`src/design/cvcl_pkg.sv`:
```
// Shared types and constants of the cascaded voltage/current loop.
// Used by cvcl_ctrl, cvcl_datapath and cascaded_voltage_current_loop_unit.
`default_nettype none

package cvcl_pkg;

    localparam int SAMPLE_WIDTH_DEF = 16;
    localparam int COEF_WIDTH_DEF   = 18;

    localparam int ERR_W     = 24;
    localparam int IREF_W    = 32;
    localparam int STATE_W   = 18;
    localparam int DUTY_W    = 17;
    localparam int COEF_FRAC = 14;
    localparam int DUTY_SHIFT = 8;
    localparam int DUTY_ONE  = 65536;
    localparam int DUTY_LOW  = -6554;
    localparam int REG_IDX_W = 3;

    localparam logic [REG_IDX_W-1:0] REG_VOLT_NUM_NOW  = 3'd0;
    localparam logic [REG_IDX_W-1:0] REG_VOLT_NUM_PREV = 3'd1;
    localparam logic [REG_IDX_W-1:0] REG_VOLT_DEN_PREV = 3'd2;
    localparam logic [REG_IDX_W-1:0] REG_CUR_NUM_NOW   = 3'd3;
    localparam logic [REG_IDX_W-1:0] REG_CUR_NUM_PREV  = 3'd4;
    localparam logic [REG_IDX_W-1:0] REG_CUR_DEN_PREV  = 3'd5;
    localparam logic [REG_IDX_W-1:0] REG_DUTY_UPPER    = 3'd6;

    localparam logic [DUTY_W-1:0] UPPER_RESET = 17'd65536;

    typedef enum logic [2:0] {
        MUL_VE,
        MUL_PVE,
        MUL_PIR,
        MUL_EI,
        MUL_PCE,
        MUL_PD
    } mul_sel_t;

    typedef enum logic [2:0] {
        ACC_HOLD,
        ACC_LOAD,
        ACC_ADD,
        ACC_SUB,
        ACC_SHIFT_SUB
    } acc_op_t;

    typedef enum logic [3:0] {
        ST_IDLE,
        ST_MUL_VE,
        ST_MUL_PVE,
        ST_MUL_PIR,
        ST_ACC_IR,
        ST_IREF,
        ST_MUL_EI,
        ST_MUL_PCE,
        ST_MUL_PD,
        ST_ACC_D,
        ST_FINISH
    } state_t;

    typedef struct packed {
        logic     load_in;
        mul_sel_t mul_sel;
        acc_op_t  acc_op;
        logic     iref_en;
        logic     commit;
    } cmd_t;

    function automatic int cfg_width(input int coef_width);
        return (coef_width > DUTY_W) ? coef_width : DUTY_W;
    endfunction

endpackage

`default_nettype wire

```
`src/design/cascaded_voltage_current_loop_unit.sv`:
```
// Cascaded voltage/current loop: top level joining the sequencer and the datapath.
// Depends on cvcl_pkg, cvcl_ctrl and cvcl_datapath.
//
// Usage:
//   s_axis_*  takes one sample request: voltage reference, measured output voltage
//             and inductor current in tdata, the clear-history flag in tuser.
//   m_axis_*  returns one result per request: duty (Q1.16) in tdata, the
//             saturation flag in tuser.
//   cfg_*     writes one register per cycle at cfg_we; index 0..5 are the loop
//             coefficients, 6 the duty upper limit, other indexes are ignored.
//             Write only while no request is in flight.
// Timing: a request is taken in the idle state and the result is loaded into the
//   output register in the finish state; the next request is taken only after the
//   result is loaded. The six products run one after another on a single multiplier
//   with a registered product.
// Reset clears the history to zero, the coefficients to zero and the upper limit
//   to one. When the receiver stalls, the result stays in the output register
//   while the next request is already taken and computed; that one waits in the
//   last step until the register is free.
`default_nettype none

module cascaded_voltage_current_loop_unit
    import cvcl_pkg::*;
#(
    parameter int SAMPLE_WIDTH = SAMPLE_WIDTH_DEF,
    parameter int COEF_WIDTH   = COEF_WIDTH_DEF
)
(
    input  wire logic                                   clk,
    input  wire logic                                   rst_n,
    input  wire logic                                   s_axis_tvalid,
    output logic                                        s_axis_tready,
    // voltage_ref, voltage_out, inductor_current
    input  wire logic [((3*SAMPLE_WIDTH+7)/8)*8-1:0]    s_axis_tdata,
    // clear_history
    input  wire logic [0:0]                             s_axis_tuser,
    output logic                                        m_axis_tvalid,
    input  wire logic                                   m_axis_tready,
    // duty
    output logic [23:0]                                 m_axis_tdata,
    // saturated
    output logic [0:0]                                  m_axis_tuser,
    input  wire logic                                   cfg_we,
    input  wire logic [REG_IDX_W-1:0]                   cfg_index,
    input  wire logic [cfg_width(COEF_WIDTH)-1:0]       cfg_data
);

    cmd_t              cmd;
    logic [DUTY_W-1:0] duty;
    logic              saturated;

    cvcl_ctrl u_ctrl (
        .clk       (clk),
        .rst_n     (rst_n),
        .in_valid  (s_axis_tvalid),
        .in_ready  (s_axis_tready),
        .out_valid (m_axis_tvalid),
        .out_ready (m_axis_tready),
        .cmd       (cmd)
    );

    cvcl_datapath #(
        .SAMPLE_WIDTH (SAMPLE_WIDTH),
        .COEF_WIDTH   (COEF_WIDTH)
    ) u_datapath (
        .clk              (clk),
        .rst_n            (rst_n),
        .cmd              (cmd),
        .voltage_ref      (s_axis_tdata[SAMPLE_WIDTH-1:0]),
        .voltage_out      (s_axis_tdata[2*SAMPLE_WIDTH-1:SAMPLE_WIDTH]),
        .inductor_current (s_axis_tdata[3*SAMPLE_WIDTH-1:2*SAMPLE_WIDTH]),
        .clear_history    (s_axis_tuser[0]),
        .cfg_we           (cfg_we),
        .cfg_index        (cfg_index),
        .cfg_data         (cfg_data),
        .duty             (duty),
        .saturated        (saturated)
    );

    assign m_axis_tdata = {{(24-DUTY_W){1'b0}}, duty};
    assign m_axis_tuser = saturated;

    // a result goes to the output register only when it is free
    assert property (@(posedge clk) disable iff (!rst_n)
        cmd.commit |-> (!m_axis_tvalid || m_axis_tready))
        else $error("result loaded over a pending result");

    assert property (@(posedge clk) disable iff (!rst_n)
        cmd.commit |=> m_axis_tvalid)
        else $error("loaded result not presented");

    // one request in flight at a time
    assert property (@(posedge clk) disable iff (!rst_n)
        (s_axis_tvalid && s_axis_tready) |=> !s_axis_tready)
        else $error("second request taken while busy");

    assert property (@(posedge clk) disable iff (!rst_n)
        m_axis_tvalid |-> (m_axis_tdata[16:0] <= 17'd65536))
        else $error("duty above one");

endmodule

`default_nettype wire

```
`src/design/cvcl_ctrl.sv`:
```
// Sequencer of the cascaded loop: one request at a time, six products on one multiplier.
// Depends on cvcl_pkg for the state and command types.
`default_nettype none

module cvcl_ctrl
    import cvcl_pkg::*;
(
    input  wire logic clk,
    input  wire logic rst_n,
    input  wire logic in_valid,
    output logic      in_ready,
    output logic      out_valid,
    input  wire logic out_ready,
    output cmd_t      cmd
);

    state_t state_reg;
    state_t state_next;
    logic   out_valid_reg;
    logic   out_valid_next;

    always_ff @(posedge clk or negedge rst_n)
    begin
        if (!rst_n)
        begin
            state_reg     <= ST_IDLE;
            out_valid_reg <= 1'b0;
        end
        else
        begin
            state_reg     <= state_next;
            out_valid_reg <= out_valid_next;
        end
    end

    always_comb
    begin
        state_next  = state_reg;
        cmd.load_in = 1'b0;
        cmd.mul_sel = MUL_VE;
        cmd.acc_op  = ACC_HOLD;
        cmd.iref_en = 1'b0;
        cmd.commit  = 1'b0;
        in_ready    = 1'b0;
        out_valid_next = out_valid_reg && !out_ready;
        case (state_reg)
            ST_IDLE:
            begin
                in_ready = 1'b1;
                if (in_valid)
                begin
                    cmd.load_in = 1'b1;
                    state_next  = ST_MUL_VE;
                end
            end
            ST_MUL_VE:
            begin
                cmd.mul_sel = MUL_VE;
                state_next  = ST_MUL_PVE;
            end
            ST_MUL_PVE:
            begin
                cmd.mul_sel = MUL_PVE;
                cmd.acc_op  = ACC_LOAD;
                state_next  = ST_MUL_PIR;
            end
            ST_MUL_PIR:
            begin
                cmd.mul_sel = MUL_PIR;
                cmd.acc_op  = ACC_ADD;
                state_next  = ST_ACC_IR;
            end
            ST_ACC_IR:
            begin
                cmd.acc_op = ACC_SUB;
                state_next = ST_IREF;
            end
            ST_IREF:
            begin
                cmd.iref_en = 1'b1;
                state_next  = ST_MUL_EI;
            end
            ST_MUL_EI:
            begin
                cmd.mul_sel = MUL_EI;
                state_next  = ST_MUL_PCE;
            end
            ST_MUL_PCE:
            begin
                cmd.mul_sel = MUL_PCE;
                cmd.acc_op  = ACC_LOAD;
                state_next  = ST_MUL_PD;
            end
            ST_MUL_PD:
            begin
                cmd.mul_sel = MUL_PD;
                cmd.acc_op  = ACC_ADD;
                state_next  = ST_ACC_D;
            end
            ST_ACC_D:
            begin
                cmd.acc_op = ACC_SHIFT_SUB;
                state_next = ST_FINISH;
            end
            ST_FINISH:
            begin
                // hold until the output register is free
                if (!out_valid_reg || out_ready)
                begin
                    cmd.commit     = 1'b1;
                    out_valid_next = 1'b1;
                    state_next     = ST_IDLE;
                end
            end
            default:
            begin
                state_next = ST_IDLE;
            end
        endcase
    end

    assign out_valid = out_valid_reg;

endmodule

`default_nettype wire

```
`src/design/cvcl_datapath.sv`:
```
// Datapath of the cascaded loop: registers, history, one shared multiplier, accumulator,
// rounding, saturation and duty clamps. Depends on cvcl_pkg.
`default_nettype none

module cvcl_datapath
    import cvcl_pkg::*;
#(
    parameter int SAMPLE_WIDTH = SAMPLE_WIDTH_DEF,
    parameter int COEF_WIDTH   = COEF_WIDTH_DEF
)
(
    input  wire logic                                 clk,
    input  wire logic                                 rst_n,
    input  wire cmd_t                                 cmd,
    input  wire logic signed [SAMPLE_WIDTH-1:0]       voltage_ref,
    input  wire logic signed [SAMPLE_WIDTH-1:0]       voltage_out,
    input  wire logic signed [SAMPLE_WIDTH-1:0]       inductor_current,
    input  wire logic                                 clear_history,
    input  wire logic                                 cfg_we,
    input  wire logic [REG_IDX_W-1:0]                 cfg_index,
    input  wire logic [cfg_width(COEF_WIDTH)-1:0]     cfg_data,
    output logic [DUTY_W-1:0]                         duty,
    output logic                                      saturated
);

    localparam int MUL_B_W = IREF_W;
    localparam int PROD_W  = COEF_WIDTH + MUL_B_W;
    localparam int ACC_W   = COEF_WIDTH + 34;
    localparam int RQ_W    = ACC_W - COEF_FRAC;

    // configuration
    logic signed [COEF_WIDTH-1:0] volt_num_now_reg;
    logic signed [COEF_WIDTH-1:0] volt_num_prev_reg;
    logic signed [COEF_WIDTH-1:0] volt_den_prev_reg;
    logic signed [COEF_WIDTH-1:0] cur_num_now_reg;
    logic signed [COEF_WIDTH-1:0] cur_num_prev_reg;
    logic signed [COEF_WIDTH-1:0] cur_den_prev_reg;
    logic [DUTY_W-1:0]            upper_reg;

    // history
    logic signed [ERR_W-1:0]   prev_ve_reg;
    logic signed [IREF_W-1:0]  prev_ir_reg;
    logic signed [ERR_W-1:0]   prev_ei_reg;
    logic signed [STATE_W-1:0] prev_d_reg;

    // working registers
    logic signed [ERR_W-1:0]        ev_reg;
    logic signed [SAMPLE_WIDTH-1:0] il_reg;
    logic signed [IREF_W-1:0]       ir_reg;
    logic signed [ERR_W-1:0]        ei_reg;
    logic signed [PROD_W-1:0]       prod_reg;
    logic signed [ACC_W-1:0]        acc_reg;
    logic                           sat_reg;
    logic [DUTY_W-1:0]              duty_reg;
    logic                           sat_out_reg;

    logic signed [SAMPLE_WIDTH:0]   ev_diff;
    logic signed [ERR_W:0]          ev_wide;
    logic                           ev_sat;
    logic signed [ERR_W-1:0]        ev_val;
    logic signed [COEF_WIDTH-1:0]   mul_a;
    logic signed [MUL_B_W-1:0]      mul_b;
    logic signed [PROD_W-1:0]       mul_a_ext;
    logic signed [PROD_W-1:0]       mul_b_ext;
    logic signed [ACC_W-1:0]        prod_ext;
    logic signed [ACC_W-1:0]        rsum;
    logic signed [RQ_W-1:0]         rq;
    logic [RQ_W-IREF_W:0]           rq_top;
    logic                           ir_sat;
    logic signed [IREF_W-1:0]       ir_val;
    logic signed [IREF_W:0]         ei_diff;
    logic [IREF_W-ERR_W+1:0]        ei_top;
    logic                           ei_sat;
    logic signed [ERR_W-1:0]        ei_val;
    logic signed [RQ_W-1:0]         upper_ext;
    logic signed [RQ_W-1:0]         low_ext;
    logic signed [STATE_W-1:0]      d_val;
    logic [DUTY_W-1:0]              duty_val;

    // voltage error, saturated to the error width
    always_comb
    begin
        ev_diff = (SAMPLE_WIDTH + 1)'(voltage_ref) - (SAMPLE_WIDTH + 1)'(voltage_out);
        ev_wide = (ERR_W + 1)'(ev_diff);
        ev_sat  = ev_wide[ERR_W] != ev_wide[ERR_W-1];
        if (ev_sat)
            ev_val = ev_wide[ERR_W] ? {1'b1, {(ERR_W-1){1'b0}}} : {1'b0, {(ERR_W-1){1'b1}}};
        else
            ev_val = ev_wide[ERR_W-1:0];
    end

    // shared multiplier operands
    always_comb
    begin
        case (cmd.mul_sel)
            MUL_VE:
            begin
                mul_a = volt_num_now_reg;
                mul_b = MUL_B_W'(ev_reg);
            end
            MUL_PVE:
            begin
                mul_a = volt_num_prev_reg;
                mul_b = MUL_B_W'(prev_ve_reg);
            end
            MUL_PIR:
            begin
                mul_a = volt_den_prev_reg;
                mul_b = prev_ir_reg;
            end
            MUL_EI:
            begin
                mul_a = cur_num_now_reg;
                mul_b = MUL_B_W'(ei_reg);
            end
            MUL_PCE:
            begin
                mul_a = cur_num_prev_reg;
                mul_b = MUL_B_W'(prev_ei_reg);
            end
            MUL_PD:
            begin
                mul_a = cur_den_prev_reg;
                mul_b = MUL_B_W'(prev_d_reg);
            end
            default:
            begin
                mul_a = volt_num_now_reg;
                mul_b = MUL_B_W'(ev_reg);
            end
        endcase
        mul_a_ext = PROD_W'(mul_a);
        mul_b_ext = PROD_W'(mul_b);
        prod_ext  = ACC_W'(prod_reg);
    end

    // round half up by 2^-14, then saturate to the current reference width
    always_comb
    begin
        rsum   = acc_reg + ACC_W'(1 << (COEF_FRAC - 1));
        rq     = rsum[ACC_W-1:COEF_FRAC];
        rq_top = rq[RQ_W-1:IREF_W-1];
        ir_sat = !((&rq_top) || !(|rq_top));
        if (ir_sat)
            ir_val = rq[RQ_W-1] ? {1'b1, {(IREF_W-1){1'b0}}} : {1'b0, {(IREF_W-1){1'b1}}};
        else
            ir_val = rq[IREF_W-1:0];

        ei_diff = (IREF_W + 1)'(ir_val) - (IREF_W + 1)'(il_reg);
        ei_top  = ei_diff[IREF_W:ERR_W-1];
        ei_sat  = !((&ei_top) || !(|ei_top));
        if (ei_sat)
            ei_val = ei_diff[IREF_W] ? {1'b1, {(ERR_W-1){1'b0}}} : {1'b0, {(ERR_W-1){1'b1}}};
        else
            ei_val = ei_diff[ERR_W-1:0];
    end

    // duty state clamp, then output clamp to [0, 1]
    always_comb
    begin
        upper_ext = RQ_W'($signed({1'b0, upper_reg}));
        low_ext   = RQ_W'(DUTY_LOW);
        if (rq > upper_ext)
            d_val = STATE_W'(upper_ext);
        else if (rq < low_ext)
            d_val = STATE_W'(low_ext);
        else
            d_val = STATE_W'(rq);

        if (d_val < 0)
            duty_val = '0;
        else if (d_val > STATE_W'(DUTY_ONE))
            duty_val = DUTY_W'(DUTY_ONE);
        else
            duty_val = d_val[DUTY_W-1:0];
    end

    always_ff @(posedge clk or negedge rst_n)
    begin
        if (!rst_n)
        begin
            volt_num_now_reg  <= '0;
            volt_num_prev_reg <= '0;
            volt_den_prev_reg <= '0;
            cur_num_now_reg   <= '0;
            cur_num_prev_reg  <= '0;
            cur_den_prev_reg  <= '0;
            upper_reg         <= UPPER_RESET;
        end
        else if (cfg_we)
        begin
            case (cfg_index)
                REG_VOLT_NUM_NOW:  volt_num_now_reg  <= cfg_data[COEF_WIDTH-1:0];
                REG_VOLT_NUM_PREV: volt_num_prev_reg <= cfg_data[COEF_WIDTH-1:0];
                REG_VOLT_DEN_PREV: volt_den_prev_reg <= cfg_data[COEF_WIDTH-1:0];
                REG_CUR_NUM_NOW:   cur_num_now_reg   <= cfg_data[COEF_WIDTH-1:0];
                REG_CUR_NUM_PREV:  cur_num_prev_reg  <= cfg_data[COEF_WIDTH-1:0];
                REG_CUR_DEN_PREV:  cur_den_prev_reg  <= cfg_data[COEF_WIDTH-1:0];
                REG_DUTY_UPPER:    upper_reg         <= cfg_data[DUTY_W-1:0];
                default:
                begin
                end
            endcase
        end
    end

    always_ff @(posedge clk or negedge rst_n)
    begin
        if (!rst_n)
        begin
            prev_ve_reg <= '0;
            prev_ir_reg <= '0;
            prev_ei_reg <= '0;
            prev_d_reg  <= '0;
        end
        else if (cmd.load_in && clear_history)
        begin
            prev_ve_reg <= '0;
            prev_ir_reg <= '0;
            prev_ei_reg <= '0;
            prev_d_reg  <= '0;
        end
        else if (cmd.commit)
        begin
            prev_ve_reg <= ev_reg;
            prev_ir_reg <= ir_reg;
            prev_ei_reg <= ei_reg;
            prev_d_reg  <= d_val;
        end
    end

    always_ff @(posedge clk)
    begin
        prod_reg <= mul_a_ext * mul_b_ext;
        case (cmd.acc_op)
            ACC_LOAD:      acc_reg <= prod_ext;
            ACC_ADD:       acc_reg <= acc_reg + prod_ext;
            ACC_SUB:       acc_reg <= acc_reg - prod_ext;
            ACC_SHIFT_SUB: acc_reg <= (acc_reg <<< DUTY_SHIFT) - prod_ext;
            default:       acc_reg <= acc_reg;
        endcase
        if (cmd.load_in)
        begin
            ev_reg  <= ev_val;
            il_reg  <= inductor_current;
            sat_reg <= ev_sat;
        end
        if (cmd.iref_en)
        begin
            ir_reg  <= ir_val;
            ei_reg  <= ei_val;
            sat_reg <= sat_reg || ir_sat || ei_sat;
        end
        if (cmd.commit)
        begin
            duty_reg    <= duty_val;
            sat_out_reg <= sat_reg;
        end
    end

    assign duty      = duty_reg;
    assign saturated = sat_out_reg;

endmodule

`default_nettype wire
```
`config.mk`:
```
export PLATFORM = sky130hd
export DESIGN_NAME = cascaded_voltage_current_loop_unit
export DESIGN_NICKNAME = d
export VERILOG_FILES = /design/src/design/cvcl_pkg.sv /design/src/design/cascaded_voltage_current_loop_unit.sv /design/src/design/cvcl_ctrl.sv /design/src/design/cvcl_datapath.sv
export SDC_FILE = /design/constraint.sdc
export NUM_CORES = 2
export LEC_CHECK = 0
export ABC_CLOCK_PERIOD_IN_PS = 13800
export BUFFER_PORTS_ARGS = -buffer_cell sky130_fd_sc_hd__buf_2
export CAP_MARGIN = 5
export CORE_ASPECT_RATIO = 0.8
export CORE_MARGIN = 2
export CORE_UTILIZATION = 57
export DETAILED_ROUTE_END_ITERATION = 16
export HOLD_SLACK_MARGIN = 0.05
export PLACE_DENSITY = 0.74
export SLEW_MARGIN = 10
export SYNTH_ARGS = -nofsm -noshare
export SYNTH_HDL_FRONTEND = slang
export SYNTH_SLANG_ARGS = --single-unit
```
`constraint.sdc`:
```
create_clock -name clk -period 13.8 [get_ports clk]
set_clock_uncertainty 0.05 [all_clocks]
set_input_delay 3.45 -clock clk [delete_from_list [all_inputs] [get_ports clk]]
set_output_delay 3.45 -clock clk [all_outputs]
set_load 0.05 [all_outputs]
```
* Yosys cells after proc, flatten, opt, wreduce, memory -nomap -nowiden
Cells that the tools add are included.
** Operators by class
- Add/sub/neg operators :: 6
- $mul :: 1
- Divide/modulo/power cells :: 0
- Order comparisons :: 4
- Equality and inequality tests :: 27
- Shift-type cells :: 0
- Mux-type cells :: 33
- Bitwise operators :: 0
- Reduce and logical (&&, ||, !) cells :: 33
** Operators by type and width (number)
- one-hot mux 52 bit (4 select lines) :: 1
- one-hot mux 32 bit (5 select lines) :: 1
- two-way mux 24 bit :: 6
- two-way mux 32 bit :: 4
- subtractor 52 x 50 -> 52 bit :: 2
- one-hot mux 18 bit (5 select lines) :: 1
- two-way mux 18 bit :: 4
- adder 52 x 15 -> 52 bit, second input constant :: 1
- adder 52 x 50 -> 52 bit :: 1
- multiplier 18 x 32 -> 50 bit :: 1
- one-hot mux 4 bit (11 select lines) :: 1
- > comparator 38 x 18 -> 1 bit :: 1
- < comparator 38 x 14 -> 1 bit, second input constant :: 1
- subtractor 32 x 16 -> 33 bit :: 1
- equality test 3 x 2 -> 1 bit, second input constant :: 6
- equality test 3 bit, second input constant :: 6
- > comparator 18 bit, second input constant :: 1
- < comparator 18 x 1 -> 1 bit, second input constant :: 1
- two-way mux 17 bit :: 1
- subtractor 16 x 16 -> 17 bit :: 1
- equality test 4 x 3 -> 1 bit, second input constant :: 4
- AND reduction 2 bit :: 8
- one-hot mux 3 bit (5 select lines) :: 1
- equality test 4 bit, second input constant :: 3
- other kinds (20) :: 46
** Storage, ports and cells
- Flip-flop bits (word level) :: 438
- Bits in latches :: 0
- RAM bits :: 0
- ROM bits :: 0
- Input port bits :: 75
- Output and inout bits :: 27
- Logic and storage cells :: 127
- Memories :: 0

* Longest topological paths before layout
- Depth after elaboration :: 12
- Gate-level depth with buffers :: 35
- Gate-level depth less buffers :: 33

* Cells and area by module
Synthesis repeated with hierarchy kept, for this count alone.
** Unflattened totals
- Cells, all modules :: 5136
- Area total of the unflattened synthesis :: 47290.4 µm²
** Modules (own cells, without submodules)
- cvcl_datapath :: times used 1, cells each 5085, area an instance 46832.4 µm², seq. area each 11212.0 µm²
- cvcl_ctrl :: times used 1, cells each 43, area an instance 401.6 µm², seq. area each 125.1 µm²
- cascaded_voltage_current_loop_unit :: times used 1, cells each 8, area an instance 56.3 µm², seq. area each 0.0 µm²

* Worst setup path before layout
No wires, ideal clock.
- Kind :: flip-flop to flip-flop
- From :: reg u_ctrl.state_reg[0]
- To :: reg u_datapath.prod_reg[47]
- Arrival time :: 8.084 ns
- Setup slack :: 5.539 ns
- Stages on the path, launching flop included :: 33
- Clock period less this slack :: 8.261 ns
- Path through :: dfrtp_1 clkbuf_1 nor3_1 a21o_1 a21boi_0 a21boi_0 inv_1 a221oi_2 clkbuf_1 a21oi_1 clkbuf_1 nand2_1 fa_1 fa_1 fa_1 inv_1 fa_1 fa_1 inv_1 fa_1 inv_1 ha_1 a21o_1 a221o_1 a21oi_1 and3_1 o211ai_1 nand3_1 o21ai_0 a221oi_1 o21ai_0 mux2i_1 o211ai_1
** On the way
- Word-level cells in the longest chain between the ends :: 5
- Elaborated cells on any way between the ends :: 14
- Those cells by class :: mul: 1; eq/ne: 10; mux: 3
** Ends and longest elaborated chain
- from (decl) :: line cvcl_ctrl.sv:17 : state_t state_reg;
- from (signal assigned) :: line cvcl_ctrl.sv:31 : state_reg <= state_next;
- equality test 4 bit (tied with other cells) :: line cvcl_ctrl.sv:46 : case (state_reg)
- one-hot mux 3 bit (5 select lines) (*) :: line cvcl_ctrl.sv:46
- equality test 3 bit (tied with other cells) :: line cvcl_datapath.sv:95 : case (cmd.mul_sel)
- one-hot mux 18 bit (5 select lines) / one-hot mux 32 bit (5 select lines) (equally long branches) :: line cvcl_datapath.sv:95
- multiplier 18 x 32 -> 50 bit (*) :: line cvcl_datapath.sv:234 : prod_reg <= mul_a_ext * mul_b_ext;
- to (signal assigned) :: line cvcl_datapath.sv:234
- to (decl) :: line cvcl_datapath.sv:51 : logic signed [PROD_W-1:0] prod_reg;
Mark *: on every way between the ends. The rest lies on a longest branch, timed or not.
A chain may end at the register's enable or synchronous reset.

* Final worst setup path
- From :: reg u_ctrl.state_reg[3]
- To :: reg u_datapath.prod_reg[48]
Same word-level chain as after synthesis.

==> impl_results.md <==
- TNS Setup: 0 ns
- CTS-repair resized insts: 0
- Crit. End Element: register
- Initial Utilization: 57.7%
- Reg-to-Reg Start: u_ctrl.state_reg[3]$_DFFE_PN0P_
- Synthesis warning total: 0
- Final Hold Fails: 0
- Sink Count: 431
- Top cell type's share of synthesized area: 23.9%
- CP max stage cell: dfrtp_1
- Buf/Inv on CP: 6
- Cell family with most CP delay: compound AO/OA/AOI/OAI gates
- H-tree depth: 2
- Layout cells sized above 1: 9.70%
- FMAX: 93.4 MHz
- Antenna diodes: 0
- Worst R2R Path Depth: 29
- Syn_area_per_cell: 9.40 um^2
- Seq/Total Area, Yosys: 24.3%
- Drt drc: 0
- Worst-Skew Late Latency: 0.63 ns
- Met1 GRT Util: 47.1%
- P&R area growth vs syn: 7.04%
- Syn Inst Count: 4,960
- Site Rows: 93
- DRT Pass-1 Iters: 7
- Cts hold-fix bufs: 0
- Largest net degree at the start of global routing: 145
- Cell depth of the worst setup path: 29
- DP HPWL: 109 mm
- Postcts setup bufs: 0
- Max-cap violations: 0
- Initial antenna violation count: 0
- Die X: 324 um
- Status: complete, no violations
- Tightest Pin Transition: 1.26 ns
- Routed wire per std cell: 23.3 um
- Final setup fails: 0
- Routed Antenna Nets: 0
- Clk slew on worst S/H paths: 0.06 ns
- Synth async-reset ratio: 51.3%
- Total wire length: 142 mm
- Worst r2r dst: u_datapath.prod_reg[48]$_DFF_P_
- Total GRT Usage: 34.2%
- Total clock buffers created by CTS: 46
- Vias in the first global route: 37.2k
- Post-Syn Area: 46,600 um^2
- Initial DRC count: 4,774
- Crit-path max FO: 55
- Die Ht: 260 um
- Placer Congestion: 1.01
- Critical path origin: u_ctrl.state_reg[3]$_DFFE_PN0P_
- RSZ-0062 raised after global routing: false
- Number of flops mapped to enable cells by yosys: 160
- Critical path class: reg -> reg
- TritonCTS clock tree: yes
- Synth Flop Type: dfrtp_1
- Port buffer count: 94
- Library cells used by synthesis: 100
- Root cell of the clock tree: clkbuf_16
- Final Net Count: 5,885
- I/O pin cnt: 102
- Max_slew headroom: 16.2%
- Top cell by count, worst path: fa_1
- Crit path DAT: 11.17 ns
- Max clock buf depth: 3
- Grt total ovfl: 0
- Yosys top cell by area: fa_1
- HP Class: reg -> reg
- Die ar.: 84,100 um^2
- Global-route wire length before repair: 219 mm
- GR met3 Demand/Resource: 9.23%
- Via/cell ratio: 6.19
- Reg2reg setup slack: 3.10 ns
- Largest stage delay, worst path: 0.61 ns
- Busiest grt layer: met2
- Crit path launch type: register
- Slew Viols, Final: 0
- Largest register FFs: 52
- Critical path endpoint: u_datapath.prod_reg[48]$_DFF_P_
- Req. time, crit path: 14.27 ns
- Period utilisation layout: 77.5%
- Ranking of synthesized cells by area: fa_1, dfrtp_1, edfxtp_1
- Yosys reg bits: 431
- Core area: 80,800 um^2
- GR Util met2: 50.6%
- DR vias: 37.7k
- Fin crit period: 10.70 ns
-- cells in the final DEF (no fill, tap or decap), drive strengths merged, types with 41 or more instances in the layout --
cell    instances
o21a           55
xnor2         128
nor2          385
nand2b         41
buf           158
ha            289
a21oi         214
a21o          105
nand2         445
a22oi          74
fa            557
edfxtp        160
nor2b          46
clkbuf         68
nand3          82
dfrtp         220
nor3           44
mux2          166
dfxtp          50
xor2           79
o21ai         201
a22o           85
inv           830
-- how the worst min path moves through the flow --
stage | startpoint | endpoint | depth (start not counted)
floorplan | u_datapath.prev_d_reg[17]$_DFFE_PN0P_ | u_datapath.prev_d_reg[17]$_DFFE_PN0P_ | 2
global placement | u_datapath.ir_reg[6]$_DFFE_PP_ | u_datapath.prev_ir_reg[6]$_DFFE_PN0P_ | 1
detailed placement | u_datapath.ir_reg[12]$_DFFE_PP_ | u_datapath.prev_ir_reg[12]$_DFFE_PN0P_ | 1
CTS | u_datapath.ir_reg[16]$_DFFE_PP_ | u_datapath.prev_ir_reg[16]$_DFFE_PN0P_ | 1
global route | u_datapath.prev_d_reg[14]$_DFFE_PN0P_ | u_datapath.prev_d_reg[14]$_DFFE_PN0P_ | 1
finish | u_datapath.ir_reg[16]$_DFFE_PP_ | u_datapath.prev_ir_reg[16]$_DFFE_PN0P_ | 1
-- worst register-to-register path, delay by kind of cell, from the launching register on --
kind	cells	cell delay (ns)
flip-flops	1	0.61
AO/OA/AOI/OAI	10	3.82
buffers and inverters	6	1.34
AND/OR/NAND/NOR	5	1.18
adder cells (fa/ha/maj)	7	3.46
XOR/XNOR	1	0.14
-- synth_stat cells, types with 46 or more instances --
| library cell | count |
|---|---|
| dfrtp_1 | 220 |
| mux2_2 | 166 |
| o21ai_1 | 46 |
| o21ai_0 | 155 |
| o21a_1 | 55 |
| xnor2_1 | 128 |
| a21o_1 | 105 |
| clkbuf_1 | 174 |
| inv_1 | 828 |
| nor2b_1 | 46 |
| dfxtp_1 | 50 |
| nand2_1 | 445 |
| edfxtp_1 | 160 |
| nand3_1 | 81 |
| ha_1 | 289 |
| a21oi_1 | 213 |
| a22o_1 | 85 |
| a22oi_1 | 74 |
| xor2_1 | 79 |
| fa_1 | 557 |
| nor2_1 | 385 |
-- kinds of logic (layout without fill, tap and decap cells) --
family / count (synthesis) / after routing / share of synthesized area, %
simple gates: 1232 / 1232 / 12.2
buf+inv: 1037 / 1073 / 8.48
compound gates: 1020 / 1020 / 15.0
fa+ha+maj: 846 / 846 / 31.7
flops: 431 / 431 / 24.3
xor+xnor: 207 / 207 / 3.89
mux: 186 / 186 / 4.44
other cells: 1 / 7 / 0.00804
-- stage by stage --
| stage | area [um^2] | utilization, % | std cells | hold WS, ns | setup WS (ns) |
|---|---|---|---|---|---|
| 3_3_place_gp | 48400 | 59.9 | 6006 | 0.407 | 3.23 |
| 2_1_floorplan | 46600 | - | 4966 | 0.395 | 5.54 |
| 3_5_place_dp | 48400 | 59.9 | 6006 | 0.414 | 2.87 |
| 4_1_cts | 49900 | 61.8 | 6092 | 0.423 | 2.80 |
| 6_report | 49900 | 61.8 | 6094 | 0.418 | 3.10 |
| 5_1_grt | 49900 | 61.8 | 6094 | 0.442 | 2.58 |
-- final cells by class --
cell class	count	area, um^2
Clock inverter	18	146
Clock buffer	68	1370
Tap cell	1092	1370
Inverter	829	3110
Sequential cell	431	11300
Multi-Input combinational cell	3498	31600
Fill cell	6865	30900
Timing Repair Buffer	158	961
-- per-layer routing --
layer / vias to the layer above / part of all wire [%]
li1: 16604 / -
met1: 18635 / 40
met2: 2059 / 43
met3: 410 / 11
met4: 0 / 5.5
met5: - / 0
Power is not shown: default switching activity piles up to over one toggle a cycle in this logic, so the estimate is an artifact.
